--- src/hdl/gbcc_pkg.sv ---
// Types and byte-range constants for the GB18030 character counter.
package gbcc_pkg;

  // Width of the reported character count.
  localparam int unsigned CharCountW = 16;

  // Byte ranges of the GB18030 layout.
  localparam logic [7:0] AsciiMax    = 8'h7f;
  localparam logic [7:0] LeadMin     = 8'h81;
  localparam logic [7:0] LeadMax     = 8'hfe;
  localparam logic [7:0] Trail2LoMin = 8'h40;
  localparam logic [7:0] Trail2LoMax = 8'h7e;
  localparam logic [7:0] Trail2HiMin = 8'h80;
  localparam logic [7:0] Trail2HiMax = 8'hfe;
  localparam logic [7:0] DigitMin    = 8'h30;
  localparam logic [7:0] DigitMax    = 8'h39;
  localparam logic [7:0] NulByte     = 8'h00;

  // Position inside a multi-byte sequence.
  typedef enum logic [1:0] {
    PhLead   = 2'd0,
    PhSecond = 2'd1,
    PhThird  = 2'd2,
    PhFourth = 2'd3
  } phase_e;

  // Outcome of decoding one byte at a given position.
  typedef struct packed {
    phase_e next_phase;
    logic   count_one;
    logic   error;
    logic   terminate;
  } decode_t;

endpackage

--- src/hdl/gb18030_char_counter_core.sv ---
// GB18030 character counter: top level with string state and result register.
//
//   Channel | Direction | Handshake               | Payload
//   --------+-----------+-------------------------+--------------------------------
//   in      | input     | in_valid_i / in_ready_o | byte_value_i, last_byte_i
//   out     | output    | out_valid_o/out_ready_i | char_count_o, encoding_error_o
//
// One byte is taken per clock; the string state updates in the cycle of the
// transaction and the result of a last byte appears in the result register
// in the next cycle. A byte that is not last is taken even while a result waits.
// A last byte waits only while the result register is full and not being taken.
// Reset (rst_ni low, asynchronous) clears the string state and the result valid.
module gb18030_char_counter_core
  import gbcc_pkg::*;
#(
  parameter int unsigned COUNT_WIDTH = 16
) (
  input  logic                  clk_i,
  input  logic                  rst_ni,
  input  logic                  in_valid_i,
  output logic                  in_ready_o,
  input  logic [7:0]            byte_value_i,
  input  logic                  last_byte_i,
  output logic                  out_valid_o,
  input  logic                  out_ready_i,
  output logic [CharCountW-1:0] char_count_o,
  output logic                  encoding_error_o
);

  localparam int unsigned ExtW = (COUNT_WIDTH > CharCountW) ? COUNT_WIDTH : CharCountW;

  phase_e                 phase_q, phase_d;
  logic [COUNT_WIDTH-1:0] count_q, count_d;
  logic                   err_q, err_d;
  logic                   term_q, term_d;
  logic                   out_valid_q, out_valid_d;
  logic [CharCountW-1:0]  res_count_q, res_count_d;
  logic                   res_err_q, res_err_d;

  decode_t                dec;
  logic                   accept;
  logic                   active;
  phase_e                 new_phase;
  logic [COUNT_WIDTH-1:0] new_count;
  logic                   new_err;
  logic                   new_term;
  logic [ExtW-1:0]        count_ext;

  gbcc_decode u_decode (
    .phase_i (phase_q),
    .byte_i  (byte_value_i),
    .dec_o   (dec)
  );

  // Only a last byte needs room in the result register.
  assign in_ready_o = !out_valid_q || out_ready_i || !last_byte_i;
  assign accept     = in_valid_i && in_ready_o;

  // Apply the decoded byte unless the string already ended or failed.
  assign active    = !err_q && !term_q;
  assign new_phase = active ? dec.next_phase : phase_q;
  assign new_err   = err_q || (active && dec.error);
  assign new_term  = term_q || (active && dec.terminate);
  assign new_count = (active && dec.count_one && (count_q != {COUNT_WIDTH{1'b1}})) ?
                     count_q + COUNT_WIDTH'(1) : count_q;
  assign count_ext = ExtW'(new_count);

  // Next string state and result register.
  always_comb begin
    phase_d     = phase_q;
    count_d     = count_q;
    err_d       = err_q;
    term_d      = term_q;
    out_valid_d = out_valid_q && !out_ready_i;
    res_count_d = res_count_q;
    res_err_d   = res_err_q;
    if (accept) begin
      if (last_byte_i) begin
        phase_d     = PhLead;
        count_d     = '0;
        err_d       = 1'b0;
        term_d      = 1'b0;
        out_valid_d = 1'b1;
        res_count_d = count_ext[CharCountW-1:0];
        res_err_d   = new_err || (!new_term && (new_phase != PhLead));
      end else begin
        phase_d = new_phase;
        count_d = new_count;
        err_d   = new_err;
        term_d  = new_term;
      end
    end
  end

  // Control state.
  always_ff @(posedge clk_i or negedge rst_ni) begin
    if (!rst_ni) begin
      phase_q     <= PhLead;
      count_q     <= '0;
      err_q       <= 1'b0;
      term_q      <= 1'b0;
      out_valid_q <= 1'b0;
    end else begin
      phase_q     <= phase_d;
      count_q     <= count_d;
      err_q       <= err_d;
      term_q      <= term_d;
      out_valid_q <= out_valid_d;
    end
  end

  // Result payload.
  always_ff @(posedge clk_i) begin
    res_count_q <= res_count_d;
    res_err_q   <= res_err_d;
  end

  assign out_valid_o      = out_valid_q;
  assign char_count_o     = res_count_q;
  assign encoding_error_o = res_err_q;

endmodule

--- src/hdl/gbcc_decode.sv ---
// Byte classifier: next sequence position and events for one byte.
module gbcc_decode
  import gbcc_pkg::*;
(
  input  phase_e      phase_i,
  input  logic [7:0]  byte_i,
  output decode_t     dec_o
);

  logic is_lead;
  logic is_digit;
  logic is_trail2;

  // Range checks used by the positions; the lead and digit checks serve two positions each.
  assign is_lead   = (byte_i >= LeadMin) && (byte_i <= LeadMax);
  assign is_digit  = (byte_i >= DigitMin) && (byte_i <= DigitMax);
  assign is_trail2 = ((byte_i >= Trail2LoMin) && (byte_i <= Trail2LoMax)) ||
                     ((byte_i >= Trail2HiMin) && (byte_i <= Trail2HiMax));

  // Decide what this byte does at the current position.
  always_comb begin
    dec_o = '{next_phase: phase_i, count_one: 1'b0, error: 1'b0, terminate: 1'b0};
    case (phase_i)
      PhLead: begin
        if (byte_i == NulByte) begin
          dec_o.terminate = 1'b1;
        end else if (byte_i <= AsciiMax) begin
          dec_o.count_one  = 1'b1;
          dec_o.next_phase = PhLead;
        end else if (is_lead) begin
          dec_o.next_phase = PhSecond;
        end else begin
          dec_o.error = 1'b1;
        end
      end
      PhSecond: begin
        if (is_trail2) begin
          dec_o.count_one  = 1'b1;
          dec_o.next_phase = PhLead;
        end else if (is_digit) begin
          dec_o.next_phase = PhThird;
        end else begin
          dec_o.error = 1'b1;
        end
      end
      PhThird: begin
        if (is_lead) begin
          dec_o.next_phase = PhFourth;
        end else begin
          dec_o.error = 1'b1;
        end
      end
      PhFourth: begin
        if (is_digit) begin
          dec_o.count_one  = 1'b1;
          dec_o.next_phase = PhLead;
        end else begin
          dec_o.error = 1'b1;
        end
      end
      default: begin
        dec_o.error = 1'b1;
      end
    endcase
  end

endmodule

--- config.mk ---
export PLATFORM = sky130hd
export DESIGN_NAME = gb18030_char_counter_core
export DESIGN_NICKNAME = d
export VERILOG_FILES = /design/src/hdl/gbcc_pkg.sv /design/src/hdl/gb18030_char_counter_core.sv /design/src/hdl/gbcc_decode.sv
export SDC_FILE = /design/constraint.sdc
export NUM_CORES = 1
export LEC_CHECK = 0
export BUFFER_PORTS_ARGS = -buffer_cell sky130_fd_sc_hd__buf_2
export CORE_UTILIZATION = 55
export DETAILED_ROUTE_END_ITERATION = 10
export PLACE_DENSITY = 0.82
export RECOVER_POWER = 100
export SKIP_LAST_GASP = 1
export SLEW_MARGIN = 40
export SYNTH_ARGS = -nofsm -noshare
export SYNTH_HDL_FRONTEND = slang
export SYNTH_SLANG_ARGS = --single-unit
--- constraint.sdc ---
create_clock -name clk_i -period 2.6 [get_ports clk_i]
set_input_delay 0.13 -clock clk_i [delete_from_list [all_inputs] [get_ports clk_i]]
set_output_delay 0.13 -clock clk_i [all_outputs]
set_load 0.05 [all_outputs]
==> flow_metrics.tcl <==
set metrics [dict create \
    yosys.area.top_type "dfrtp_1" \
    io_buffers 31 \
    cts_root_buffer "clkbuf_8" \
    ant_nets 0 \
    core_area_um2 4000 \
    routedWlPerCell_um 15.9 \
    yosysUniqueCellTypes 52 \
    wl_um 5070 \
    ys_seq_area_share_pct 45.1 \
    cts_tree "done" \
    crit_path_start_kind "flop" \
    final_common_cell "nand2_1" \
    fmax_ghz 0.434 \
    drive_above_1_share_pct 10.4 \
    cts.sinks 38 \
    synthArstFlopShare_pct 55.3 \
    netlist_area_um2 2300 \
    ctsHoldBuffers 1 \
    dominantRegCellSynth "dfrtp_1" \
    die_y_um 66.6 \
    period_minus_slack_ns 2.31 \
    max_stage_delay_ns 0.53 \
    p_leak_nw 0.955 \
    power.density_nw_per_um2 701 \
    first_global_vias 1896 \
    synth_warnings 0 \
    start_util_pct 57.5 \
    grt_pass1_wl_um 8710 \
    nets 281 \
    most-common-layout-cells "nand2_1 (25), dfrtp_1 (21), clkbuf_1 (21)" \
    insertion_delay_ns 0.29 \
    ys_ff_latch 38 \
    vias 1973 \
    worst_pin_slew_ns 1.24 \
    clk_path_buf_depth 2 \
    grt_max_degree 22 \
    antenna_found_initial 0 \
    drtPass1Iterations 4 \
    dieArea_um2 4440 \
    setup_slack_ns 0.294 \
    cap_violations 0 \
    synthTopCellsByArea "dfrtp_1 (23%), edfxtp_1 (22%), xnor2_1 (5.0%)" \
    synth_edf_count 17 \
    path_max_fanout 21 \
    synth_top_area_share_pct 22.9 \
    crit_slowest_cell "a31oi_4" \
    ir_drop_mv 0.394 \
    ctsHtreeMaxLevel 2 \
    period_share_pct 88.7 \
    finClkSkew_ns 0.00596 \
    drc 0 \
    finalHoldViolCount 0 \
    status "complete, no violations" \
    cts_resized 0 \
    die_x_um 66.6 \
    dp_slack_ns 0.334 \
    num_rows 23 \
    crit_family "compound AO/OA/AOI/OAI gates" \
    synthCells 240 \
    r2r_slack_ns 0.29 \
    cts_buffers 5 \
    detailed_place_hpwl_um 3600 \
    rsz0062_at_grt "no" \
    slew_headroom_pct 17.5 \
    clk_transition_reported_paths_ns 0.08 \
    drt-initial-drc-count 136 \
    grt_util_all_layers_pct 26.2 \
    ios 32 \
    setup_tns_ns 0 \
    hp-class "input pin to flop" \
    setup.worst_path.class "flop to flop" \
    cts_setup_buffers 0 \
    diodes 0 \
    via_per_inst 6.20 \
    end_kind "flop" \
    cp.required_ns 2.78 \
    cp.arrival_ns 2.49 \
    path_buf_inv 1 \
    syn_to_final_growth_pct 10.3 \
    place_congestion 0.950 \
    synth_fp_nets 254 \
    synth.avg_cell_area_um2 9.58 \
    setup_viol 0 \
    finalMaxSlewViolations 0 \
    path_cells "inv_1, a2111o_1, a31oi_4, nand3_1, a311o_1" \
    grt-ovfl-total 0 \
]
-- cell families after synthesis --
kind of cell / after synthesis / share of synthesized area (%)
and+or+nand+nor: 110 / 25.7
AOI/OAI and AO/OA: 47 / 17.0
DFF: 38 / 45.1
buffers and inverters: 27 / 5.06
xor gates and xnor gates: 15 / 5.72
muxes: 2 / 0.871
adders and majority gates: 1 / 0.544
-- per-stage QoR --
step / hold slack (ns) / total power [W] / std cells / util (%) / cell area [µm²]
2_1_floorplan: -0.166 / 0.00126 / 240 / - / 2300
4_1_cts: 0.0185 / 0.00179 / 318 / 64.4 / 2570
5_1_grt: 0.0241 / 0.00189 / 318 / 63.4 / 2540
3_5_place_dp: 0.131 / 0.00136 / 309 / 61.7 / 2470
6_report: 0.0277 / 0.00178 / 318 / 63.4 / 2540
3_3_place_gp: 0.125 / 0.00134 / 309 / 61.7 / 2470
-- final timing paths --
kind | to | depth (start not counted) | from
worst max-delay path | count_q[2] | 5 | phase_q[0]
worst min-delay path | out_valid_o | 2 | out_ready_i
worst max register to register | count_q[2] | 5 | phase_q[0]
worst min register to register | count_q[12] | 2 | count_q[12]
max in group asynchronous | count_q[15] | 2 | rst_ni
min in group asynchronous | out_valid_o | 2 | rst_ni
-- cells in the mapped netlist (7+ instances only) --
master	count
nor3_1	11
and3_1	11
edfxtp_1	17
inv_1	11
nand2_1	25
nand3_1	17
dfrtp_1	21
nand4_1	7
nor2_1	13
clkbuf_1	9
xnor2_1	13
-- worst reg2reg max path, stage by stage, from the launching register on --
cell and delay (ns):
dfrtp_1 0.44, inv_1 0.13, a2111o_1 0.48, a31oi_4 0.53, nand3_1 0.22, a311o_1 0.39
-- where the power goes --
part / internal [W] / switching (W)
Clock: 0.000213 / 0.000219
Combinational: 0.000172 / 0.000344
Sequential: 0.000722 / 0.000106
Total: 0.00111 / 0.000670
-- layer usage --
metal / wire (µm) / GRT usage, %
met1: 2320 / 36.6
met2: 2360 / 39.8
met3: 298 / 5.82
met4: 95 / 9.04
met5: 0 / 0
-- cell type report --
cell class	count	area [µm²]
clock buffer	6	82.6
tap	50	62.6
clock inverter	2	12.5
fill	368	1460
timing repair buffer	35	156
sequential	38	1040
multi-input combinational	175	1140
inverter	12	45.0
-- flip-flops by register name (all words and copies together), names as in the netlist --
name and cells:
char_count_o 16, count_q 16, encoding_error_o 1, err_q 1, out_valid_o 1, phase_q 2, term_q 1
(Power assumes the default switching activity.)
